## config.mk

```make
export PLATFORM = sky130hd
export DESIGN_NAME = matrix_keypad_scanner_unit
export DESIGN_NICKNAME = d
export VERILOG_FILES = /design/src/rtl/mks_pkg.sv /design/src/rtl/mks_step.sv /design/src/rtl/matrix_keypad_scanner_unit.sv
export VERILOG_INCLUDE_DIRS = /design/src /design/src/rtl
export SDC_FILE = /design/constraint.sdc
export NUM_CORES = 1
export LEC_CHECK = 0
export ABC_AREA = 1
export BUFFER_PORTS_ARGS = -buffer_cell sky130_fd_sc_hd__buf_2
export CAP_MARGIN = 20
export CELL_PAD_IN_SITES_DETAIL_PLACEMENT = 1
export CELL_PAD_IN_SITES_GLOBAL_PLACEMENT = 1
export CORE_MARGIN = 1
export CORE_UTILIZATION = 46
export DETAILED_ROUTE_END_ITERATION = 10
export GPL_TIMING_DRIVEN = 0
export HOLD_SLACK_MARGIN = 0.05
export PLACE_DENSITY_LB_ADDON = 0.1
export SLEW_MARGIN = 20
export SYNTH_ARGS = -nofsm -noshare
export SYNTH_HDL_FRONTEND = slang
export SYNTH_SLANG_ARGS = --single-unit
```

## constraint.sdc

```tcl
create_clock -name aclk -period 4.1 [get_ports aclk]
set_input_delay 0.82 -clock aclk [delete_from_list [all_inputs] [get_ports aclk]]
set_output_delay 0.82 -clock aclk [all_outputs]
set_load 0.01 [all_outputs]
```

## src/rtl/matrix_keypad_scanner_unit_assert.svh

```systemverilog
// Assertion macros for the matrix keypad scanner unit.
// Bodies are empty when SYNTHESIS is defined; the macros sample on aclk and reset on aresetn.
`ifndef MATRIX_KEYPAD_SCANNER_UNIT_ASSERT_SVH
`define MATRIX_KEYPAD_SCANNER_UNIT_ASSERT_SVH
`ifndef SYNTHESIS
// Same-cycle implication.
`define MKS_ASSERT_IMP(label, ante, cons) \
    label: assert property (@(posedge aclk) disable iff (!aresetn) (ante) |-> (cons)) \
        else $error("keypad scanner assertion failed");
// Next-cycle implication.
`define MKS_ASSERT_NEXT(label, ante, cons) \
    label: assert property (@(posedge aclk) disable iff (!aresetn) (ante) |=> (cons)) \
        else $error("keypad scanner assertion failed");
`else
`define MKS_ASSERT_IMP(label, ante, cons)
`define MKS_ASSERT_NEXT(label, ante, cons)
`endif
`endif

```

## src/rtl/mks_pkg.sv

```systemverilog
// Shared types, key tables and constants of the matrix keypad scanner.
// No dependencies; used by mks_step and matrix_keypad_scanner_unit.
package mks_pkg;

    localparam int unsigned DELAY_W = 16;
    localparam logic [DELAY_W-1:0] DEBOUNCE_RESET = 16'd500;

    typedef enum logic [5:0] {
        MODE_IDLE    = 6'b000001,
        MODE_SETTLE  = 6'b000010,
        MODE_PROBE   = 6'b000100,
        MODE_CONFIRM = 6'b001000,
        MODE_RETRY   = 6'b010000,
        MODE_RELEASE = 6'b100000
    } mode_t;

    // Low nibble: rows driven; high nibble: columns expected when the key is down.
    localparam logic [7:0] KEY_TABLE [16] = '{
        8'h77, 8'h7B, 8'h7D, 8'h7E,
        8'hB7, 8'hBB, 8'hBD, 8'hBE,
        8'hD7, 8'hDB, 8'hDD, 8'hDE,
        8'hE7, 8'hEB, 8'hED, 8'hEE
    };

    // ASCII legends: 1 2 3 A / 4 5 6 B / 7 8 9 C / E 0 F D.
    localparam logic [6:0] CHAR_TABLE [16] = '{
        7'h31, 7'h32, 7'h33, 7'h41,
        7'h34, 7'h35, 7'h36, 7'h42,
        7'h37, 7'h38, 7'h39, 7'h43,
        7'h45, 7'h30, 7'h46, 7'h44
    };

    typedef struct packed {
        mode_t              mode;
        logic [3:0]         pattern_index;
        logic [DELAY_W-1:0] delay_count;
        logic [3:0]         last_columns;
        logic [3:0]         drive_pattern;
    } scan_state_t;

    typedef struct packed {
        logic [3:0] row_drive;
        logic       scan_done;
        logic       key_found;
        logic [4:0] key_id;
        logic [6:0] key_char;
    } scan_result_t;

endpackage

```

## src/rtl/mks_step.sv

```systemverilog
// One tick of the keypad scan controller: next state and result from the current state.
// Depends on mks_pkg.
module mks_step
    import mks_pkg::*;
(
    input  scan_state_t        cur,
    input  logic [3:0]         column_sample,
    input  logic [DELAY_W-1:0] debounce_ticks,
    output scan_state_t        nxt,
    output scan_result_t       res
);

    logic [3:0] expected;
    logic       advance;
    logic       done;
    logic       delay_open;

    assign expected   = KEY_TABLE[cur.pattern_index][7:4];
    assign delay_open = cur.delay_count < debounce_ticks;

    always_comb begin
        nxt            = cur;
        advance        = 1'b0;
        done           = 1'b0;
        res.key_found  = 1'b0;
        res.key_id     = '0;
        res.key_char   = '0;

        unique case (cur.mode)
            MODE_SETTLE: begin
                if (delay_open) begin
                    nxt.delay_count = cur.delay_count + 1'b1;
                end else begin
                    nxt.pattern_index = '0;
                    nxt.drive_pattern = KEY_TABLE[0][3:0];
                    nxt.mode          = MODE_PROBE;
                end
            end
            MODE_PROBE: begin
                if (column_sample == expected) begin
                    nxt.delay_count = '0;
                    nxt.mode        = MODE_CONFIRM;
                end else begin
                    advance = 1'b1;
                end
            end
            MODE_CONFIRM: begin
                if (delay_open) begin
                    nxt.delay_count = cur.delay_count + 1'b1;
                end else if (column_sample == expected) begin
                    nxt.mode = MODE_RELEASE;
                end else begin
                    nxt.delay_count = '0;
                    nxt.mode        = MODE_RETRY;
                end
            end
            MODE_RETRY: begin
                if (delay_open) begin
                    nxt.delay_count = cur.delay_count + 1'b1;
                end else begin
                    advance = 1'b1;
                end
            end
            MODE_RELEASE: begin
                if (column_sample != expected) begin
                    done           = 1'b1;
                    res.key_found  = 1'b1;
                    res.key_id     = {1'b0, cur.pattern_index} + 5'd1;
                    res.key_char   = CHAR_TABLE[cur.pattern_index];
                end
            end
            default: begin
                // Idle: a falling edge on any column starts the debounce wait.
                nxt.mode          = MODE_IDLE;
                nxt.drive_pattern = '0;
                if ((cur.last_columns & ~column_sample) != 4'd0) begin
                    nxt.delay_count = '0;
                    nxt.mode        = MODE_SETTLE;
                end
            end
        endcase

        if (advance) begin
            if (cur.pattern_index == 4'd15) begin
                done = 1'b1;
            end else begin
                nxt.pattern_index = cur.pattern_index + 4'd1;
                nxt.drive_pattern = KEY_TABLE[cur.pattern_index + 4'd1][3:0];
                nxt.mode          = MODE_PROBE;
            end
        end

        if (done) begin
            nxt.mode          = MODE_IDLE;
            nxt.pattern_index = '0;
            nxt.delay_count   = '0;
            nxt.drive_pattern = '0;
        end

        nxt.last_columns = column_sample;
        res.row_drive    = nxt.drive_pattern;
        res.scan_done    = done;
    end

endmodule

```

## src/rtl/matrix_keypad_scanner_unit.sv

```systemverilog
// Top level of the 4x4 matrix keypad scanner: stream channels, state and config register.
// Depends on mks_pkg, mks_step and matrix_keypad_scanner_unit_assert.svh.
//
// Usage: each transfer on the s_ channel carries one tick's column sample (active low,
// reflecting the row drive of the previous result). Each such transfer yields exactly one
// result transfer on the m_ channel with the row drive for this tick, the key number and
// its ASCII character; m_tlast marks the tick a scan finishes and m_tuser that a key was
// confirmed. The debounce delay is to be written through cfg_we/cfg_wdata only while the
// block idles; the block itself does not enforce this. An input transfer fills the input
// register; the state update and result then load into the output register together as
// soon as it is empty or being read, and m_tvalid rises with them. The block takes one item
// per cycle while m_tready stays high, as the state update between the two registers is
// combinational.
// When the receiver stalls, the finished result holds in the output register and one more
// input is still taken into the input register; s_tready then drops until m_tready returns.
// Synchronous reset (aresetn low) empties both registers, sets the scanner idle with all
// rows low and columns taken as released, and loads the debounce delay with 500 ticks.
module matrix_keypad_scanner_unit
    import mks_pkg::*;
(
    input  logic         aclk,
    input  logic         aresetn,
    input  logic         cfg_we,
    input  logic [15:0]  cfg_wdata,
    input  logic         s_tvalid,
    output logic         s_tready,
    input  logic [7:0]   s_tdata,   // [3:0] column_sample, [7:4] zero
    output logic         m_tvalid,
    input  logic         m_tready,
    output logic [15:0]  m_tdata,   // [3:0] row_drive, [8:4] key_id, [15:9] key_char
    output logic         m_tlast,   // scan_done
    output logic         m_tuser    // key_found
);

`include "matrix_keypad_scanner_unit_assert.svh"

    logic [DELAY_W-1:0] debounce_reg;
    scan_state_t        state_reg;
    scan_state_t        state_next;
    scan_result_t       result_next;
    scan_result_t       result_reg;
    logic               in_valid_reg;
    logic [3:0]         in_cols_reg;
    logic               out_valid_reg;
    logic               s_fire;
    logic               advance;

    assign advance  = in_valid_reg && (!out_valid_reg || m_tready);
    assign s_tready = !in_valid_reg || advance;
    assign s_fire   = s_tvalid && s_tready;

    mks_step u_step (
        .cur            (state_reg),
        .column_sample  (in_cols_reg),
        .debounce_ticks (debounce_reg),
        .nxt            (state_next),
        .res            (result_next)
    );

    always_ff @(posedge aclk) begin
        if (!aresetn) begin
            debounce_reg <= DEBOUNCE_RESET;
        end else if (cfg_we) begin
            debounce_reg <= cfg_wdata;
        end
    end

    always_ff @(posedge aclk) begin
        if (!aresetn) begin
            state_reg.mode          <= MODE_IDLE;
            state_reg.pattern_index <= '0;
            state_reg.delay_count   <= '0;
            state_reg.last_columns  <= 4'hF;
            state_reg.drive_pattern <= '0;
            in_valid_reg            <= 1'b0;
            out_valid_reg           <= 1'b0;
        end else begin
            if (s_fire) begin
                in_valid_reg <= 1'b1;
            end else if (advance) begin
                in_valid_reg <= 1'b0;
            end
            if (advance) begin
                state_reg     <= state_next;
                out_valid_reg <= 1'b1;
            end else if (m_tready) begin
                out_valid_reg <= 1'b0;
            end
        end
    end

    always_ff @(posedge aclk) begin
        if (s_fire) begin
            in_cols_reg <= s_tdata[3:0];
        end
        if (advance) begin
            result_reg <= result_next;
        end
    end

    assign m_tvalid = out_valid_reg;
    assign m_tdata  = {result_reg.key_char, result_reg.key_id, result_reg.row_drive};
    assign m_tlast  = result_reg.scan_done;
    assign m_tuser  = result_reg.key_found;

    // A confirmed key always carries a key number and closes the scan.
    `MKS_ASSERT_IMP(a_found_has_key, m_tvalid && m_tuser, m_tlast && (m_tdata[8:4] != 5'd0))
    // With both registers full and the output stalled, no input may be taken.
    `MKS_ASSERT_IMP(a_full_blocks_input, in_valid_reg && out_valid_reg && !m_tready, !s_tready)
    // Once idle, the scanner sits at the first pattern with all rows low.
    `MKS_ASSERT_IMP(a_idle_clean, state_reg.mode == MODE_IDLE,
        (state_reg.pattern_index == 4'd0) && (state_reg.drive_pattern == 4'd0))

endmodule

```

==> results of run 1 <==
metrics by stage:
stage               total power, mW  setup WS (ns)  utilization (%)  instances  hold slack, ns
CTS                            1.54           1.45             53.5        805           0.483
global route                   1.60           1.20             53.5        805           0.502
floorplan                     0.959           1.59                -        616           0.435
global placement               1.02          0.997             51.6        789           0.454
detailed placement             1.03           1.38             51.7        789           0.466
finish                         1.53           1.45             53.5        805           0.476
power by group through the flow:
stage | Clock (mW) | Combinational, mW | Sequential (mW)
finish | 0.510 | 0.211 | 0.805
global route | 0.549 | 0.239 | 0.809
CTS | 0.520 | 0.212 | 0.805
detailed placement | 0 | 0.210 | 0.822
global placement | 0 | 0.198 | 0.820
floorplan | 0 | 0.141 | 0.818
layout make-up:
class | count | share of cell area, %
inverters | 74 | 5.64
clock buffers | 9 | 2.49
flip-flops and latches | 73 | 33.7
clock inverters | 7 | 0.932
repair buffers | 44 | 4.43
plain buffers | 26 | 2.87
multi-input cells | 443 | 46.7
well taps | 129 | 3.25
final timing paths:
check             slack [ns]  cells past startpoint                             to
setup / recovery        1.45                     12           m_tdata[1]$_DFFE_PP_
hold / removal          0.48                      2  debounce_reg[12]$_SDFFE_PN0P_
setup reg to reg        1.45                     12           m_tdata[1]$_DFFE_PP_
hold reg to reg         0.48                      2  debounce_reg[12]$_SDFFE_PN0P_
cell families after synthesis:
| logic type | count (synthesis) |
|---|---|
| fa+ha+maj | 23 |
| compound gates | 89 |
| simple gates | 318 |
| buf+inv | 100 |
| flops | 73 |
| xor+xnor | 13 |
worst max-delay path: stages (launching register included):
cell,delay (ns)
dfxtp_1,0.49
ha_1,0.31
a21oi_1,0.14
o21ai_0,0.11
a21oi_2,0.36
nand2_4,0.16
nand2_1,0.12
nand2_2,0.11
nand2_2,0.16
nand2_2,0.12
buf_6,0.16
nand3_1,0.12
inv_1,0.06
layer usage:
| metal | wire, um | up-vias | global-route usage (%) |
|---|---|---|---|
| met5 | 0 | - | 0 |
| met4 | 214 | 0 | 8.82 |
| met3 | 521 | 19 | 4.60 |
| met2 | 5820 | 83 | 42.8 |
| met1 | 6000 | 2064 | 36.2 |
| li1 | - | 2122 | - |
synth_stat cells (11+ instances only):
cell,instances
nand2_1,140
nor2_1,72
inv_1,66
dfxtp_1,52
nand3_1,50
a21oi_1,48
o21ai_0,26
ha_1,23
nand4_1,22
edfxtp_1,21
clkbuf_1,12
xor2_1,12
nor2_2,11
==> results.txt, run 1 <==
----------------------------------------------------
[Status]
  Outcome ... complete, no violations

[Floorplanning]
  Core Rows ... 35
  Count of boundary I/O pins ... 49
  Effective utilization at floorplan ... 47.5%
  Die width ... 99.9 um
  Chip height ... 99.9 um
  Die area ... 9990 um2
  Core area ... 9280 um2

[Clocking]
  Clock Root Buffer ... clkbuf_8
  Worst-case clock buffer depth ... 2
  Buffers inserted during post-CTS setup optimization ... 0
  Clock Latency Late Sink ... 0.35 ns
  Post-CTS Hold Buffers ... 0
  Clock input transition at the sequential cells of the worst setup and hold paths ... 0.08 ns
  Clock buffer count from CTS ... 9
  Resized Gates After CTS ... 0
  Number of levels in the clock H-tree ... 3
  TritonCTS clock tree ... yes
  Clock Sinks ... 73

[STA]
  Actual transition at the worst max-transition pin ... 0.695 ns
  Tmin final ... 2.65 ns
  Count of final max-slew check failures ... 0
  Final setup skew ... 0.0166 ns
  Total setup violations reported at the end of the flow ... 0
  Fin. Hold Viols ... 0
  Period utilization ... 64.6%
  Post-route setup TNS ... 0 ns
  Max transition margin ... 53.7%
  Unrepaired setup endpoints after global routing ... no
  FMAX ... 378 MHz

[Layout]
  Number of fill cells in the layout ... 1233
  Post-route standard cell area excluding fillers ... 4970 um2
  Register area ... 1670 um2
  Post-layout net count ... 723
  Area growth from synthesis to final layout ... 12.5%
  Commonest cells after routing, fill and taps aside ... nand2_1 (140), nor2_1 (72), inv_1 (66)
  Most common library cell in the layout ignoring fill and taps ... nand2_1
  Proportion of layout cells with a drive suffix above 1 ... 15.7%
  Final antenna diode count ... 0
  Multi-input gate area in the final layout ... 2320 um2
  Largest register FFs ... 34

[Global route]
  Wire length of the first global-routing pass ... 20700 um
  Antenna violations before repair ... 0
  Total Routing Usage GR ... 26.6%
  Global-route congestion overflow total ... 0
  Maximum number of pins on one net before global-route repair ... 27
  Via count of the first global-routing pass ... 4286

[Critical path]
  Required arrival time at the worst endpoint ... 4.22 ns
  Startpoint of the most critical setup path ... state_reg[17]$_SDFFE_PN0P_
  Critical Path Start Type ... flop
  Crit Path Category ... reg -> reg
  Arrival time reported for the critical path endpoint ... 2.76 ns
  Critical-path maximum fanout ... 10
  R2r startpoint ... state_reg[17]$_SDFFE_PN0P_
  Endpoint class of the critical path ... flop

[Yosys]
  Netlist area before placement ... 4410 um2
  Average footprint of a synthesized cell ... 7.16 um2
  Synth Area in Adders ... 6.52%
  Post-Syn Nets ... 668
  Post-synth ARST share ... 0%
  Post-Synth Simple-Gate Area ... 32.6%
  Count of flip-flops with a built-in enable after synthesis ... 21
  Main flop type after synthesis ... dfxtp_1
  Cell type contributing the most total cell area after synthesis ... dfxtp_1
  Synth top area share ... 23.6%
  Post-synthesis xor/xnor area fraction ... 2.58%
  Synthesized netlist cell count ... 616
  Number of unique standard cell types used by synthesis ... 38
  Number of warnings printed during yosys synthesis ... 0
  Synthesized-area fraction occupied by ao, oa, aoi and oai cells ... 10.9%
  Top post-synthesis cells by area ... dfxtp_1 (24%), edfxtp_1 (14%), nand2_1 (12%)
  Sequential-to-total area share from yosys stat ... 37.9%
  Count of state elements after synthesis ... 73
  Largest family of logic cells by synthesized area ... simple AND/OR/NAND/NOR gates
  Share of cell area taken by muxes after synthesis ... 0%

[Placement]
  Area post-placement ... 4800 um2
  Number of I/O port buffers ... 44
  Total half-perimeter wirelength after legalization and detailed placement ... 9570 um
  Routability Congestion ... 0.966

[Drt]
  DR vias/cell ... 5.33
  Post-route antenna net violation count ... 0
  DR vias ... 4288
  Starting DRC count in detailed routing ... 171
  Routed wire length ... 12600 um
  Drt first pass iters ... 5
  Routed length per instance ... 15.6 um
  DRC Markers ... 0

[Power and ir drop]
  Net switching power ... 0.455 mW
  Combinational group share of total power ... 13.8%
  Sequential Power Share ... 52.7%
  Switching Share ... 29.8%
  Max VDD drop ... 0.219 mV
  Power per unit of standard cell area ... 307 nW/um2
  Static leakage ... 2.34 nW
  Clock Power Share ... 33.4%
  Int Pwr ... 1.07 mW

[Flow run]
  Max-cap violations ... 0

[Worst hold path]
  HP Start ... debounce_reg[12]$_SDFFE_PN0P_
  Kind of path behind the tightest hold check ... reg -> reg

----------------------------------------------------
(Power assumes the default switching activity.)
==> run 2, diff against run 1 <==
Settings changed: CORE_UTILIZATION 46 to 43.
Clock period 4.1 ns to 2.67 ns, I/O delays scaled along.
==> run 2 against run 1 <==
Against the previous run: via count decreased by 0.70%; global-route usage decreased by 1.5 points; sequential share of layout area decreased by 0.57 points; clock power increased by 110%; combinational power increased by 60%; non-clock buffer count increased by 1; critical path depth increased by 2; sequential power increased by 54%; clock skew decreased by 0.010 ns; highest routed layer unchanged.
==> results.txt, run 2 (synthesized netlist as in run 1, its figures left out) <==
----------------------------------------------------
[Power and ir drop]
  Clock Power Share ... 39.9%
  Static leakage ... 2.39 nW
  Overall power consumption ... 2.62 mW
  Sequential Power Share ... 47.2%
  Max VDD drop ... 0.225 mV
  Net switching power ... 0.686 mW
  Switching Share ... 26.2%
  Combinational group share of total power ... 12.8%
  Power per unit of standard cell area ... 517 nW/um2
  Int Pwr ... 1.94 mW

[STA]
  Tmin final ... 2.48 ns
  Worst hold margin ... 0.340 ns
  Period utilization ... 92.8%
  Final setup skew ... 0.00628 ns
  Total setup violations reported at the end of the flow ... 0
  Post-route setup TNS ... 0 ns
  Actual transition at the worst max-transition pin ... 0.625 ns
  Fin. Hold Viols ... 0
  Worst Setup Slack, final ... 0.193 ns
  FMAX ... 404 MHz
  Count of final max-slew check failures ... 0
  Max transition margin ... 58.3%

[Clocking]
  Clock Root Buffer ... clkbuf_8
  Clock Latency Late Sink ... 0.36 ns
  Clock buffer count from CTS ... 9
  Worst-case clock buffer depth ... 2
  TritonCTS clock tree ... yes
  Number of levels in the clock H-tree ... 3
  Clock input transition at the sequential cells of the worst setup and hold paths ... 0.08 ns
  Clock Sinks ... 73

[Placement]
  Area post-placement ... 4800 um2
  Post-Place Cells ... 793
  Post-place setup slack ... -0.00366 ns
  Total half-perimeter wirelength after legalization and detailed placement ... 9490 um
  Number of I/O port buffers ... 44
  Routability Congestion ... 0.971

[Critical path]
  Required arrival time at the worst endpoint ... 2.79 ns
  Critical-path maximum fanout ... 10
  Slowest stage cell on the critical path ... dfxtp_1
  Critical Path Start Type ... flop
  Logic depth of the worst setup path including buffers ... 14
  Cell depth of the worst flop-to-flop path ... 14
  Arrival time reported for the critical path endpoint ... 2.60 ns
  Ordered list of cells on the worst path ... ha_1 > nand2_1 > inv_1 > nand3_1 > inv_1 > a21oi_4 > nand2_4 > nand2_1 > nand2_2 > nand2_2 > nand2_2 > buf_6 > nand2_1 > inv_1
  Endpoint class of the critical path ... flop
  Number of buffers and inverters on the critical path ... 4
  CP delay by family, top ... simple AND/OR/NAND/NOR gates
  Critical Path Max Stage Delay ... 0.43 ns
  Crit Path Category ... reg -> reg

[Drt]
  DRC Markers ... 0
  Drt first pass iters ... 4
  DR vias ... 4258
  Routed wire length ... 12500 um
  Routed length per instance ... 15.4 um
  Post-route antenna net violation count ... 0
  DR vias/cell ... 5.26
  Starting DRC count in detailed routing ... 199

[Global route]
  Total Routing Usage GR ... 25.1%
  Global Route met2 Usage ... 41.2%
  Busiest metal layer after global routing ... met2
  Global-route congestion overflow total ... 0
  Fraction of met3 tracks used by global routing ... 3.83%
  Antenna violations before repair ... 0
  Met1 Usage GRT ... 33.7%
  Via count of the first global-routing pass ... 4138
  Wire length of the first global-routing pass ... 20200 um
  Maximum number of pins on one net before global-route repair ... 27

[Floorplanning]
  Core Rows ... 36
  Core area ... 9860 um2
  Count of boundary I/O pins ... 49
  Die width ... 103 um
  Die area ... 10700 um2
  Effective utilization at floorplan ... 44.7%
  Chip height ... 103 um

[Flow run]
  Max-cap violations ... 0

[Status]
  Outcome ... complete, no violations

[Worst hold path]
  Kind of path behind the tightest hold check ... in -> reg
  Hold depth ... 1

[Layout]
  Most common library cell in the layout ignoring fill and taps ... nand2_1
  Post-layout net count ... 724
  Area growth from synthesis to final layout ... 14.9%
  Commonest cells after routing, fill and taps aside ... nand2_1 (140), nor2_1 (72), inv_1 (66)
  Proportion of layout cells with a drive suffix above 1 ... 16.7%
  Post-route standard cell area excluding fillers ... 5070 um2
  Fraction of the core area covered by cells at the end of the flow ... 51.4%
  Largest register FFs ... 34
  Number of fill cells in the layout ... 1313
  Post-route insts no fill ... 810
  Final antenna diode count ... 0

----------------------------------------------------
## run 2: cell types whose count changed in the layout (fill, tap and decap cells not counted), sizes merged
cell,change
buf,+1
bufinv,+3
clkbuf,+2
clkinv,-2
clkinvlp,-2
inv,-1
## run 2: path summary, 6_finish.rpt
kind                                                    start  slack, ns                             to
worst max-delay path               state_reg[22]$_SDFFE_PN0P_       0.19           m_tdata[3]$_DFFE_PP_
worst min-delay path                               s_tdata[0]       0.34       in_cols_reg[0]$_DFFE_PP_
worst max register to register     state_reg[22]$_SDFFE_PN0P_       0.19           m_tdata[3]$_DFFE_PP_
worst min register to register  debounce_reg[13]$_SDFFE_PN0P_       0.47  debounce_reg[13]$_SDFFE_PN0P_
## run 2: worst reg2reg max path, delay by kind of cell (launching register included)
family / cells / cell delay [ns]
compound gates: 1 / 0.23
fa+ha+maj: 1 / 0.27
buf+inv: 4 / 0.35
flops: 1 / 0.43
simple gates: 8 / 0.97
## run 2: layer usage
metal  part of all wire (%)  up-vias
li1                       -     2127
met5                      0        -
met3                    4.1       18
met4                    1.7        0
met1                     47     2037
met2                     47       76
## run 2: power groups by stage
stage / clock network (mW) / registers [mW] / logic (mW)
after detailed placement: 0 / 1.26 / 0.324
after floorplan: 0 / 1.26 / 0.216
after CTS: 1.07 / 1.24 / 0.331
after global routing: 1.11 / 1.25 / 0.380
final: 1.05 / 1.24 / 0.337
after global placement: 0 / 1.26 / 0.307
## run 2: what timing repair did
action                     4_1_cts  5_1_grt
gates resized for setup          0       11
hold buffers                     0        0
setup buffers                    1        0
setup endpoints to repair        2       30
pin swaps                        1        1
## run 2: cell type report
| class | count | area (um2) | area share, % |
|---|---|---|---|
| Buffer | 26 | 144 | 2.84 |
| Clock buffer | 11 | 131 | 2.59 |
| Clock inverter | 5 | 104 | 2.05 |
| Inverter | 74 | 280 | 5.53 |
| Multi-Input combinational cell | 443 | 2340 | 46.1 |
| Sequential cell | 73 | 1680 | 33.1 |
| Tap cell | 133 | 166 | 3.28 |
| Timing Repair Buffer | 45 | 228 | 4.49 |
